--- src/command_frame_parser_macros.svh ---
// Assertion macros shared by the command frame parser RTL.
// Each macro samples on i_clk and is disabled while i_rst_n is low.
`ifndef COMMAND_FRAME_PARSER_MACROS_SVH
`define COMMAND_FRAME_PARSER_MACROS_SVH

// The consequent must hold in the same cycle as the antecedent.
`define CFP_ASSERT_NOW(label, ante, cons, msg) \
    label: assert property (@(posedge i_clk) disable iff (!i_rst_n) (ante) |-> (cons)) \
        else $error(msg);

// The consequent must hold in the cycle after the antecedent.
`define CFP_ASSERT_NEXT(label, ante, cons, msg) \
    label: assert property (@(posedge i_clk) disable iff (!i_rst_n) (ante) |=> (cons)) \
        else $error(msg);

`endif

--- src/cfp_pkg.sv ---
// Types, constants and small decode tables for the command frame parser.
// Used by cfp_parser, cfp_store, cfp_emitter and command_frame_parser.
`default_nettype none

package cfp_pkg;

    localparam int KEPT_PAYLOAD = 18;
    localparam int STORE_WORDS  = KEPT_PAYLOAD / 2;
    localparam int ADDR_W       = $clog2(STORE_WORDS);
    localparam int COUNT_W      = $clog2(KEPT_PAYLOAD + 1);
    localparam int STEP_W       = 4;

    localparam logic [7:0] SYNC_FIRST  = 8'hAA;
    localparam logic [7:0] SYNC_SECOND = 8'hAF;
    localparam logic [7:0] FUNC_BOUND  = 8'hF1;

    localparam logic [7:0] FN_CAL         = 8'h01;
    localparam logic [7:0] FN_PID         = 8'h02;
    localparam logic [7:0] FN_RATE_GAIN   = 8'h10;
    localparam logic [7:0] FN_ANGLE_GAIN  = 8'h11;
    localparam logic [7:0] FN_RATE_LIMIT  = 8'h12;
    localparam logic [7:0] FN_ANGLE_LIMIT = 8'h13;

    localparam logic [7:0] SUB_ACCEL = 8'h01;
    localparam logic [7:0] SUB_GYRO  = 8'h02;
    localparam logic [7:0] SUB_MAG   = 8'h04;
    localparam logic [7:0] SUB_PID   = 8'h01;

    localparam logic [STEP_W-1:0] GAIN_ACK_STEP  = 4'd9;
    localparam logic [STEP_W-1:0] LIMIT_ACK_STEP = 4'd3;

    typedef enum logic [3:0] {
        ACT_ACCEL_CAL   = 4'd0,
        ACT_GYRO_CAL    = 4'd1,
        ACT_MAG_FLAG    = 4'd2,
        ACT_PID_READ    = 4'd3,
        ACT_RATE_GAIN   = 4'd4,
        ACT_ANGLE_GAIN  = 4'd5,
        ACT_RATE_LIMIT  = 4'd6,
        ACT_ANGLE_LIMIT = 4'd7,
        ACT_ACK         = 4'd8
    } t_action;

    typedef enum logic [2:0] {
        PS_IDLE    = 3'd0,
        PS_SYNC    = 3'd1,
        PS_FUNC    = 3'd2,
        PS_LEN     = 3'd3,
        PS_PAYLOAD = 3'd4,
        PS_CHECK   = 3'd5
    } t_parse;

    typedef enum logic [2:0] {
        KIND_NONE  = 3'd0,
        KIND_CAL   = 3'd1,
        KIND_PID   = 3'd2,
        KIND_GAIN  = 3'd3,
        KIND_LIMIT = 3'd4
    } t_kind;

    // Payload store write port: clr wipes the valid bits at a frame start.
    typedef struct packed {
        logic              clr;
        logic              en;
        logic [ADDR_W-1:0] addr;
        logic              lo;
        logic [7:0]        data;
    } t_wr;

    // Handed from the parser to the emitter when a checksum matches.
    typedef struct packed {
        logic       start;
        logic [7:0] func;
        logic [7:0] sum;
    } t_start;

    typedef struct packed {
        t_action            action;
        logic [1:0]         axis;
        logic [1:0]         term;
        logic signed [15:0] value;
        logic               mag_flag;
        logic [7:0]         ack_function;
        logic [7:0]         ack_sum;
        logic               last;
    } t_result;

    function automatic t_kind func_kind(input logic [7:0] f);
        t_kind k;
        case (f)
            FN_CAL:                        k = KIND_CAL;
            FN_PID:                        k = KIND_PID;
            FN_RATE_GAIN, FN_ANGLE_GAIN:   k = KIND_GAIN;
            FN_RATE_LIMIT, FN_ANGLE_LIMIT: k = KIND_LIMIT;
            default:                       k = KIND_NONE;
        endcase
        return k;
    endfunction

    function automatic logic [1:0] gain_axis(input logic [STEP_W-1:0] i);
        logic [1:0] a;
        case (i)
            4'd0, 4'd1, 4'd2: a = 2'd0;
            4'd3, 4'd4, 4'd5: a = 2'd1;
            default:          a = 2'd2;
        endcase
        return a;
    endfunction

    function automatic logic [1:0] gain_term(input logic [STEP_W-1:0] i);
        logic [1:0] t;
        case (i)
            4'd0, 4'd3, 4'd6: t = 2'd0;
            4'd1, 4'd4, 4'd7: t = 2'd1;
            default:          t = 2'd2;
        endcase
        return t;
    endfunction

    // Limit for axis a sits in payload bytes 6a+2 and 6a+3, i.e. word 3a+1.
    function automatic logic [ADDR_W-1:0] limit_word(input logic [STEP_W-1:0] i);
        logic [ADDR_W-1:0] w;
        case (i)
            4'd0:    w = 4'd1;
            4'd1:    w = 4'd4;
            default: w = 4'd7;
        endcase
        return w;
    endfunction

endpackage

`default_nettype wire

--- src/cfp_store.sv ---
// Payload store: nine 16-bit words with byte-lane writes and a registered read.
// Depends on cfp_pkg; per-byte valid bits make unreceived bytes read as zero.
`default_nettype none

module cfp_store (
    input  wire                           i_clk,
    input  wire                           i_rst_n,
    input  wire cfp_pkg::t_wr             i_wr,
    input  wire                           i_rd_en,
    input  wire [cfp_pkg::ADDR_W-1:0]     i_rd_addr,
    output logic [15:0]                   o_rd_data
);
    import cfp_pkg::*;

    logic [15:0]             mem [STORE_WORDS];
    logic [KEPT_PAYLOAD-1:0] r_valid;
    logic [15:0]             r_rdata;
    logic [1:0]              r_rvld;

    always_ff @(posedge i_clk) begin
        if (i_wr.en) begin
            if (i_wr.lo) begin
                mem[i_wr.addr][7:0] <= i_wr.data;
            end else begin
                mem[i_wr.addr][15:8] <= i_wr.data;
            end
        end
        if (i_rd_en) begin
            r_rdata <= mem[i_rd_addr];
            r_rvld  <= {r_valid[{i_rd_addr, 1'b0}], r_valid[{i_rd_addr, 1'b1}]};
        end
    end

    // The high byte of a word is the even payload byte.
    always_ff @(posedge i_clk) begin
        if (!i_rst_n) begin
            r_valid <= '0;
        end else if (i_wr.clr) begin
            r_valid <= '0;
        end else if (i_wr.en) begin
            r_valid[{i_wr.addr, i_wr.lo}] <= 1'b1;
        end
    end

    assign o_rd_data = {r_rvld[1] ? r_rdata[15:8] : 8'h00,
                        r_rvld[0] ? r_rdata[7:0]  : 8'h00};

endmodule

`default_nettype wire

--- src/cfp_parser.sv ---
// Byte-level frame recogniser: header, function, length, payload and checksum.
// Depends on cfp_pkg; writes payload bytes into cfp_store and starts cfp_emitter.
`default_nettype none

module cfp_parser #(
    parameter int MAX_LENGTH = 50
) (
    input  wire             i_clk,
    input  wire             i_rst_n,
    input  wire             i_valid,
    input  wire [7:0]       i_byte,
    output cfp_pkg::t_wr    o_wr,
    output cfp_pkg::t_start o_start
);
    import cfp_pkg::*;

    localparam int         LEFT_W    = $clog2(MAX_LENGTH);
    localparam logic [8:0] LEN_BOUND = 9'(MAX_LENGTH);

    t_parse              r_state, n_state;
    logic [7:0]          r_func, n_func;
    logic [7:0]          r_sum, n_sum;
    logic [LEFT_W-1:0]   r_left, n_left;
    logic [COUNT_W-1:0]  r_count, n_count;

    logic [7:0] sum_next;
    logic       len_ok;

    assign sum_next = r_sum + i_byte;
    assign len_ok   = ({1'b0, i_byte} < LEN_BOUND);

    always_comb begin
        n_state = r_state;
        if (i_valid) begin
            case (r_state)
                PS_IDLE:    n_state = (i_byte == SYNC_FIRST) ? PS_SYNC : PS_IDLE;
                PS_SYNC:    n_state = (i_byte == SYNC_SECOND) ? PS_FUNC : PS_IDLE;
                PS_FUNC:    n_state = (i_byte < FUNC_BOUND) ? PS_LEN : PS_IDLE;
                PS_LEN:     n_state = len_ok ? PS_PAYLOAD : PS_IDLE;
                PS_PAYLOAD: begin
                    // A zero-length frame swallows the next byte and goes idle.
                    if (r_left == '0) begin
                        n_state = PS_IDLE;
                    end else if (r_left == LEFT_W'(1)) begin
                        n_state = PS_CHECK;
                    end else begin
                        n_state = PS_PAYLOAD;
                    end
                end
                default:    n_state = PS_IDLE;
            endcase
        end
    end

    always_comb begin
        n_func  = r_func;
        n_sum   = r_sum;
        n_left  = r_left;
        n_count = r_count;
        o_wr    = '0;
        o_start = '0;
        o_wr.addr = r_count[COUNT_W-1:1];
        o_wr.lo   = r_count[0];
        o_wr.data = i_byte;
        o_start.func = r_func;
        o_start.sum  = r_sum;
        if (i_valid) begin
            case (r_state)
                PS_IDLE: begin
                    if (i_byte == SYNC_FIRST) begin
                        n_sum    = i_byte;
                        n_count  = '0;
                        n_left   = '0;
                        o_wr.clr = 1'b1;
                    end
                end
                PS_SYNC: begin
                    if (i_byte == SYNC_SECOND) begin
                        n_sum = sum_next;
                    end
                end
                PS_FUNC: begin
                    if (i_byte < FUNC_BOUND) begin
                        n_func = i_byte;
                        n_sum  = sum_next;
                    end
                end
                PS_LEN: begin
                    if (len_ok) begin
                        n_left  = i_byte[LEFT_W-1:0];
                        n_count = '0;
                        n_sum   = sum_next;
                    end
                end
                PS_PAYLOAD: begin
                    if (r_left != '0) begin
                        n_left = r_left - LEFT_W'(1);
                        n_sum  = sum_next;
                        if (r_count != COUNT_W'(KEPT_PAYLOAD)) begin
                            o_wr.en = 1'b1;
                            n_count = r_count + COUNT_W'(1);
                        end
                    end
                end
                PS_CHECK: begin
                    o_start.start = (i_byte == r_sum);
                end
                default: begin
                end
            endcase
        end
    end

    always_ff @(posedge i_clk) begin
        if (!i_rst_n) begin
            r_state <= PS_IDLE;
            r_func  <= '0;
            r_sum   <= '0;
            r_left  <= '0;
            r_count <= '0;
        end else begin
            r_state <= n_state;
            r_func  <= n_func;
            r_sum   <= n_sum;
            r_left  <= n_left;
            r_count <= n_count;
        end
    end

endmodule

`default_nettype wire

--- src/cfp_emitter.sv ---
// Result sequencer: walks the payload store word by word and formats results.
// Depends on cfp_pkg; reads cfp_store through its registered read port.
`default_nettype none

module cfp_emitter (
    input  wire                        i_clk,
    input  wire                        i_rst_n,
    input  wire cfp_pkg::t_start       i_start,
    output logic                       o_busy,
    output logic                       o_rd_en,
    output logic [cfp_pkg::ADDR_W-1:0] o_rd_addr,
    input  wire [15:0]                 i_rd_data,
    output logic                       o_valid,
    input  wire                        i_ready,
    output cfp_pkg::t_result           o_result
);
    import cfp_pkg::*;

    typedef struct packed {
        logic              valid;
        logic [STEP_W-1:0] step;
        logic              ack;
        logic              last;
    } t_meta;

    logic              r_active;
    t_kind             r_kind;
    logic [7:0]        r_func;
    logic [7:0]        r_sum;
    logic [STEP_W-1:0] r_step;
    t_meta             r_rd;
    logic              r_out_valid;
    t_result           r_out;
    logic              r_mag;

    logic    adv;
    logic    is_final;
    logic    is_ack;
    t_result n_res;
    logic    n_res_valid;
    logic    toggle;
    logic [7:0] first;

    // The whole pipe moves together; it stalls only on a full output register.
    assign adv = !r_out_valid || i_ready;

    always_comb begin
        is_ack    = 1'b0;
        is_final  = 1'b0;
        o_rd_addr = '0;
        case (r_kind)
            KIND_GAIN: begin
                o_rd_addr = r_step[ADDR_W-1:0];
                is_ack    = (r_step == GAIN_ACK_STEP);
                is_final  = is_ack;
            end
            KIND_LIMIT: begin
                o_rd_addr = limit_word(r_step);
                is_ack    = (r_step == LIMIT_ACK_STEP);
                is_final  = is_ack;
            end
            default: begin
                is_final = 1'b1;
            end
        endcase
    end

    assign o_rd_en = adv;

    always_ff @(posedge i_clk) begin
        if (!i_rst_n) begin
            r_active <= 1'b0;
            r_rd     <= '0;
            r_step   <= '0;
            r_kind   <= KIND_NONE;
        end else begin
            if (i_start.start && (func_kind(i_start.func) != KIND_NONE)) begin
                r_active <= 1'b1;
                r_step   <= '0;
                r_kind   <= func_kind(i_start.func);
            end else if (adv && r_active) begin
                r_step <= r_step + STEP_W'(1);
                if (is_final) begin
                    r_active <= 1'b0;
                end
            end
            if (adv) begin
                r_rd.valid <= r_active;
                r_rd.step  <= r_step;
                r_rd.ack   <= is_ack;
                r_rd.last  <= is_final;
            end
        end
    end

    always_ff @(posedge i_clk) begin
        if (i_start.start) begin
            r_func <= i_start.func;
            r_sum  <= i_start.sum;
        end
    end

    assign first = i_rd_data[15:8];

    always_comb begin
        n_res       = '0;
        n_res_valid = r_rd.valid;
        toggle      = 1'b0;
        n_res.last  = r_rd.last;
        if (r_rd.ack) begin
            n_res.action       = ACT_ACK;
            n_res.ack_function = r_func;
            n_res.ack_sum      = r_sum;
        end else begin
            case (r_kind)
                KIND_CAL: begin
                    if (first == SUB_ACCEL) begin
                        n_res.action = ACT_ACCEL_CAL;
                    end else if (first == SUB_GYRO) begin
                        n_res.action = ACT_GYRO_CAL;
                    end else if (first == SUB_MAG) begin
                        n_res.action   = ACT_MAG_FLAG;
                        n_res.mag_flag = !r_mag;
                        toggle         = r_rd.valid;
                    end else begin
                        n_res_valid = 1'b0;
                    end
                end
                KIND_PID: begin
                    n_res.action = ACT_PID_READ;
                    n_res_valid  = r_rd.valid && (first == SUB_PID);
                end
                KIND_GAIN: begin
                    n_res.action = r_func[0] ? ACT_ANGLE_GAIN : ACT_RATE_GAIN;
                    n_res.axis   = gain_axis(r_rd.step);
                    n_res.term   = gain_term(r_rd.step);
                    n_res.value  = signed'(i_rd_data);
                end
                KIND_LIMIT: begin
                    n_res.action = r_func[0] ? ACT_ANGLE_LIMIT : ACT_RATE_LIMIT;
                    n_res.axis   = r_rd.step[1:0];
                    n_res.value  = signed'(i_rd_data);
                end
                default: begin
                    n_res_valid = 1'b0;
                end
            endcase
        end
    end

    always_ff @(posedge i_clk) begin
        if (!i_rst_n) begin
            r_out_valid <= 1'b0;
            r_mag       <= 1'b0;
        end else if (adv) begin
            r_out_valid <= n_res_valid;
            if (toggle) begin
                r_mag <= !r_mag;
            end
        end
    end

    always_ff @(posedge i_clk) begin
        if (adv) begin
            r_out <= n_res;
        end
    end

    assign o_busy   = r_active || r_rd.valid;
    assign o_valid  = r_out_valid;
    assign o_result = r_out;

endmodule

`default_nettype wire

--- src/command_frame_parser.sv ---
// Channel   Direction  Payload
// s_axis    in         tdata[7:0] rx_byte
// m_axis    out        tdata[40:0] result fields, tlast = last result of the byte
//
// A byte is taken every cycle, except after the checksum byte of a good frame with a
// known function code: the input is then held while the sequencer is active and while
// the store read of its last step is still in the read register.
// Results leave one per cycle through an output register; a stall there holds the
// sequencer and the store read and so lengthens the hold on the input.
// Reset is synchronous and active low.
// Top level of the command frame parser; depends on cfp_pkg and the three submodules.
`default_nettype none
`include "command_frame_parser_macros.svh"

module command_frame_parser #(
    parameter int MAX_LENGTH = 50
) (
    input  wire         i_clk,
    input  wire         i_rst_n,
    input  wire         i_s_axis_tvalid,
    output logic        o_s_axis_tready,
    input  wire [7:0]   i_s_axis_tdata,   // [7:0] rx_byte
    output logic        o_m_axis_tvalid,
    input  wire         i_m_axis_tready,
    // [3:0] action, [5:4] axis, [7:6] term, [23:8] value, [24] mag_flag,
    // [32:25] ack_function, [40:33] ack_sum, [47:41] zero
    output logic [47:0] o_m_axis_tdata,
    output logic        o_m_axis_tlast
);
    import cfp_pkg::*;

    t_wr               wr;
    t_start            start;
    logic              emit_busy;
    logic              rd_en;
    logic [ADDR_W-1:0] rd_addr;
    logic [15:0]       rd_data;
    t_result           result;
    logic              in_fire;
    logic              start_known;
    logic              ack_out;

    assign o_s_axis_tready = !emit_busy;
    assign in_fire         = i_s_axis_tvalid && !emit_busy;

    cfp_parser #(
        .MAX_LENGTH(MAX_LENGTH)
    ) u_parser (
        .i_clk   (i_clk),
        .i_rst_n (i_rst_n),
        .i_valid (in_fire),
        .i_byte  (i_s_axis_tdata),
        .o_wr    (wr),
        .o_start (start)
    );

    cfp_store u_store (
        .i_clk     (i_clk),
        .i_rst_n   (i_rst_n),
        .i_wr      (wr),
        .i_rd_en   (rd_en),
        .i_rd_addr (rd_addr),
        .o_rd_data (rd_data)
    );

    cfp_emitter u_emitter (
        .i_clk     (i_clk),
        .i_rst_n   (i_rst_n),
        .i_start   (start),
        .o_busy    (emit_busy),
        .o_rd_en   (rd_en),
        .o_rd_addr (rd_addr),
        .i_rd_data (rd_data),
        .o_valid   (o_m_axis_tvalid),
        .i_ready   (i_m_axis_tready),
        .o_result  (result)
    );

    assign o_m_axis_tdata = {7'd0, result.ack_sum, result.ack_function, result.mag_flag,
                             result.value, result.term, result.axis, result.action};
    assign o_m_axis_tlast = result.last;

    assign start_known = start.start && (func_kind(start.func) != KIND_NONE);
    assign ack_out     = o_m_axis_tvalid && (result.action == ACT_ACK);

    // A decodable good frame must hold off the input from the next cycle on.
    `CFP_ASSERT_NEXT(a_start_sets_busy, start_known, emit_busy, "decode start left input open")
    // The store is never written or cleared while the sequencer may read it.
    `CFP_ASSERT_NOW(a_no_write_when_busy, wr.en || wr.clr, !emit_busy, "store write while busy")
    // An acknowledge always closes the results of its byte.
    `CFP_ASSERT_NOW(a_ack_is_last, ack_out, o_m_axis_tlast, "acknowledge without tlast")

endmodule

`default_nettype wire
--- config.mk ---
export PLATFORM = sky130hd
export DESIGN_NAME = command_frame_parser
export DESIGN_NICKNAME = d
export VERILOG_FILES = /design/src/cfp_pkg.sv /design/src/cfp_store.sv /design/src/cfp_parser.sv /design/src/cfp_emitter.sv /design/src/command_frame_parser.sv
export VERILOG_INCLUDE_DIRS = /design/src /design/src/src
export SDC_FILE = /design/constraint.sdc
export NUM_CORES = 1
export LEC_CHECK = 0
export ABC_CLOCK_PERIOD_IN_PS = 5250
export BUFFER_PORTS_ARGS = -buffer_cell sky130_fd_sc_hd__clkbuf_2
export CORE_AREA = 5 5 161 147
export DETAILED_ROUTE_END_ITERATION = 16
export DIE_AREA = 0 0 166 152
export GPL_TIMING_DRIVEN = 0
export PLACE_DENSITY_LB_ADDON = 0.1
export SYNTH_ARGS = -nofsm -noshare
export SYNTH_HDL_FRONTEND = slang
export SYNTH_HIERARCHICAL = 1
export SYNTH_SLANG_ARGS = --single-unit
--- constraint.sdc ---
create_clock -name i_clk -period 5.25 [get_ports i_clk]
set_input_delay 0.2625 -clock i_clk [delete_from_list [all_inputs] [get_ports i_clk]]
set_output_delay 0.2625 -clock i_clk [all_outputs]
set_load 0.05 [all_outputs]
Yosys cells after proc, flatten, opt, wreduce, memory -nomap -nowiden:

Memory sizes are Yosys's and may differ from the RTL's. A register that Yosys moved wholly into a read port is not among the register bits.
Cells that the tools add are included.
W data, S select, Z words.

* memory bits (writable): 144
* input port bits: 12
* output and inout port bits: 51
* logic and storage cells: 193
* memories kept: 1
* bits in registers: 125

* eq/ne operators: 39
* add/subtract/negate cells: 4
* bitwise operators: 7
* magnitude comparators: 6
* muxes and demuxes: 70
* reductions and logical operators: 39

Memories
* u_store.mem: words 9, bits a word 16, rd ports 1, clocked after Yosys merged registers in 1, wr ports 1, RTL line cfp_store.sv:15 `logic [15:0] mem [STORE_WORDS];`

Operator list (number)
* $mux W8: 6
* $pmux W8 S5: 1
* $eq A8 B5 Y1 const B: 4
* $mux W1: 31
* $mux W5: 4
* $lt A5 B6 Y1 const B: 3
* $mux W6: 3
* $or A18 B18 Y18: 1
* $pmux W6 S3: 1
* $eq A4 B3 Y1 const B: 4
* $eq A8 B1 Y1 const B: 2
* $eq A8 B2 Y1 const B: 2
* $eq A8 B8 Y1 const B: 2
* $pmux W4 S4: 1
* $pmux W3 S5: 1
* $pmux W5 S3: 1
* $reduce_or A3 Y1: 5
* $reduce_or A2 Y1: 7
* $eq A3 B2 Y1 const B: 4
* $eq A4 B2 Y1 const B: 3
* $ne A2 B1 Y1 const B: 6
* $pmux W2 S2: 3
* $pmux W3 S4: 1
* $eq A3 B3 Y1 const B: 3
* other kinds (40): 66

Depth between registers and ports, before layout:

* depth in word-level cells: 8
* depth in mapped cells: 11

By module:

The synthesis kept the hierarchy.

Modules (own cells, without submodules)
* cfp_store: area each 7104.3 um^2, cells each 411, seq. area each 5225.0 um^2, times used 1
* cfp_emitter: area each 3160.5 um^2, cells each 251, seq. area each 2082.0 um^2, times used 1
* cfp_parser: area each 2105.8 um^2, cells each 249, seq. area each 600.6 um^2, times used 1
* command_frame_parser: area each 66.3 um^2, cells each 10, seq. area each 0.0 um^2, times used 1

Worst setup path before layout:

Ideal clock, no wire load.

* path type: register -> register
* from: reg u_emitter.r_active
* to: reg u_emitter.r_active
* cell stages (with the launch flop): 10
* path buffers: 1
* path slack: 1768 ps
* arrival time: 3422 ps
* path through: dfxtp_1 -> or2_2 -> nor2b_1 -> clkbuf_1 -> nand4b_1 -> nor3_1 -> nand2b_1 -> a211o_1 -> o211ai_2 -> and3_1

RTL lines
* from (decl): RTL line cfp_emitter.sv:26 `logic r_active;`
* from (signal assigned): RTL line cfp_emitter.sv:72 `r_active <= 1'b0;`
* from (signal assigned): RTL line cfp_emitter.sv:78 `r_active <= 1'b1;`
* from (signal assigned): RTL line cfp_emitter.sv:84 `r_active <= 1'b0;`

==> flow_summary_export.csv <==
group,metric,value,unit
timing,drv_slew,0,
setup_path,endpoint_kind,"flop",
setup_path,worstPathCellList,"or2_2 -> nor2b_1 -> clkbuf_1 -> and4_1 -> or3b_2 -> nor2_1",
timing,worst_pin_slew,0.9977,ns
power,power_density,323.1,nW/um2
setup_path,cp_max_fo,10,
finish,antenna_cells,0,
synth,synth_common_cells,"220 x edfxtp_1, 65 x dfxtp_1, 61 x nand2_1, 46 x nor2_1, 42 x mux2i_1",
finish,layout.nets,1041,
synth,synth_area_leaders,"edfxtp_1 53%, dfxtp_1 10%, mux2i_1 3.4%",
routing,wl,25.77,mm
clock_network,path_clk_slew,0.06,ns
finish,fin_area,14050,um2
synth,synth_edf_count,220,
setup_path,critical_path.top_delay_family,"simple AND/OR/NAND/NOR gates",
routing,drcViolationCount,0,
placed_design,place_hpwl,17.43,mm
grt,grt_pass1_vias,7109,
clock_network,htreeDepth,1,
timing,rsz0062_at_grt,"no",
finish,drive_gt1_share,20.37,%
clock_network,postCtsHoldBufs,0,
synth,synth_seq_area_share,63.58,%
grt,grt_first_pass_wirelength,40.48,mm
power,max-vdd-ir-drop,0.2155,mV
grt,antenna_found_initial,0,
synth,syn_area,12440,um2
setup_path,critical_path_cell_count,6,
routing,ant_nets,0,
outcome,status,"complete, no violations",
timing,finalSetupViolCount,0,
floorplan,coreArea,22060,um2
setup_path,worstPathArrival,3.88,ns
clock_network,cts_made_buffers,29,
setup_path,critPathKind,"flop to flop",
setup_path,crit_buf_inv,1,
clock_network,cts_tree,"done",
synth,synth_cell_type_count,83,
floorplan,pin_count,63,
placed_design,port_buffers,54,
clock_network,cts-resized-gates,0,
timing,fin_setup_tns,0,ns
setup_path,r2r_cells,6,
routing,first_pass_iters,4,
finish,areaGrowthSynthToFinish,12.98,%
synth,synth_top_area_share,53.12,%
floorplan,std_cell_rows,52,
routing,first_iter_violations,713,
placed_design,gp_congestion,0.8588,
finish,fin_util,63.71,%
timing,finalHoldViolCount,0,
synth,synth.most_common_cell,"edfxtp_1",
power,total_power,4539,uW
setup_path,startpoint_type,"flop",
clock_network,post-cts-setup-buffer-count,0,
floorplan,chipWidth,166,um
timing,fin_worst_skew,0.01498,ns
grt,grt_usage,20.15,%
hold_path,hold_path_depth,1,
synth,ys_ff_latch,285,
synth,synth_top_cell_by_area,"edfxtp_1",
setup_path,slowest_delay,0.79,ns
grt,grt_max_degree,44,
clock_network,clock_latency,0.54,ns
clock_network,cts_sinks,285,
clock_network,clockRootBuffer,"clkbuf_16",
synth,synthArstFlopShare,0,%
timing,timing.final.crit_share,71.05,%
timing,fmax,268.1,MHz
setup_path,slowest_stage,"nor2_1",
synth,yosys_warnings,6,
floorplan,start_util,56.39,%
grt,gr-total-overflow,0,
power,leakage,0.005121,uW
synth,synth_flop_cell,"edfxtp_1",
routing,viasPerCell,5.636,
synth,syn_avg_cell_area,13.50,um2
routing,vias,7513,
synth,syn_inst,921,
clock_network,cts_buffer_depth,3,
floorplan,dieArea,25230,um2
placed_design,place_area,13140,um2
floorplan,die_h,152,um
timing,relSlewSlack,33.24,%
job,cap_violations,0,
timing,fin_crit,3.730,ns
routing,wl_per_cell,19.33,um
setup_path,cp.required,5.39,ns
hold_path,hold_class,"input pin to flop",
## per-stage QoR
stage | std cells | worst slack, ns | hold WS (ns)
floorplan | 927 | 1.768 | 0.3982
global placement | 1278 | 0.5376 | 0.4072
detailed placement | 1280 | 1.569 | 0.4197
CTS | 1333 | 1.539 | 0.03632
global route | 1333 | 1.357 | 0.06031
finish | 1333 | 1.520 | 0.06165
## registers in the layout (all words and copies together), names as in the netlist
signal and flops:
u_emitter/o_result 42, u_emitter/r_kind 3, u_store/r_rvld 2, u_store/r_valid 18, u_emitter/r_active 1, u_emitter/n_res 1, u_emitter/r_func 8, u_emitter/r_sum 8
u_parser/r_left 6, u_parser/r_count 5, u_emitter/r_rd 6, u_emitter/r_mag 1, u_parser/r_sum 8, u_emitter/r_step 4, u_parser/r_func 8, u_emitter/o_valid 1
u_store/r_rdata 16, u_parser/r_state 3, u_store/mem 144
## layout by cell type, fill, tap and decap left out, types with 11 or more instances in the layout
cell type and count:
and2_1 37, ha_1 14, o31ai_1 12, buf_6 12, inv_1 19, and3_1 18, a21oi_1 22, clkbuf_2 55
o21a_1 22, nor2_1 46, nand2_1 61, nor2b_1 25, clkbuf_1 33, edfxtp_1 220, nor3_1 16, dfxtp_1 65
a22o_1 18, o21ai_0 22, clkbuf_16 30, mux2_2 36, o22ai_1 19, buf_4 18, mux2i_1 42, nand3_1 11
## cells by family after synthesis
logic type	Yosys count	share of synthesized area, %
buffers and inverters	81	4.004
AO/OA/AOI/OAI	171	10.43
adder cells (fa/ha/maj)	15	1.569
other	1	0.03015
flip-flops	285	63.58
XOR/XNOR	10	0.7042
AND/OR/NAND/NOR	278	12.68
multiplexers	80	7.002
## routing by layer
layer / share of wire, % / up-vias / track usage (%) / routed length (um)
li1: - / 3640 / - / -
met3: 5.9 / 34 / 3.507 / 1520
met2: 46 / 201 / 31.63 / 11820
met1: 47 / 3638 / 30.09 / 12000
met5: 0 / - / 0 / 0
met4: 1.6 / 0 / 3.928 / 422
## report_power, final
part	switching (uW)	internal [uW]
Sequential	9.28	2430
Clock	784	1160
Combinational	108	56.0
Total	901	3640
## worst paths after layout
| path | startpoint | endpoint | slack [ns] |
|---|---|---|---|
| setup / recovery | u_emitter/r_active$_SDFFE_PN0P_ | u_store/mem[6][10]$_DFFE_PP_ | 1.52 |
| hold reg to reg | u_emitter/r_rd[1]$_SDFFE_PN0N_ | u_emitter/o_result[41]$_SDFFCE_PP1N_ | 0.44 |
| hold / removal | i_s_axis_tdata[7] | u_store/mem[2][15]$_DFFE_PP_ | 0.06 |
| setup reg to reg | u_emitter/r_active$_SDFFE_PN0P_ | u_store/mem[6][10]$_DFFE_PP_ | 1.52 |
## worst reg2reg max path, stage by stage (launching register included)
cell and delay, ns:
dfxtp_1 0.35, or2_2 0.37, nor2b_1 0.45, clkbuf_1 0.44
and4_1 0.40, or3b_2 0.54, nor2_1 0.79
## area by class of cell
type,instances,area (um2)
fill,1639,8005
sequential,285,7908
multi-input combinational,561,4059
clock buffer,48,858.3
buffer,62,427.9
tap,297,371.6
timing repair buffer,56,301.5
inverter,19,71.32
clock inverter,5,53.80
No activity file was read; power rests on OpenSTA's default activity.
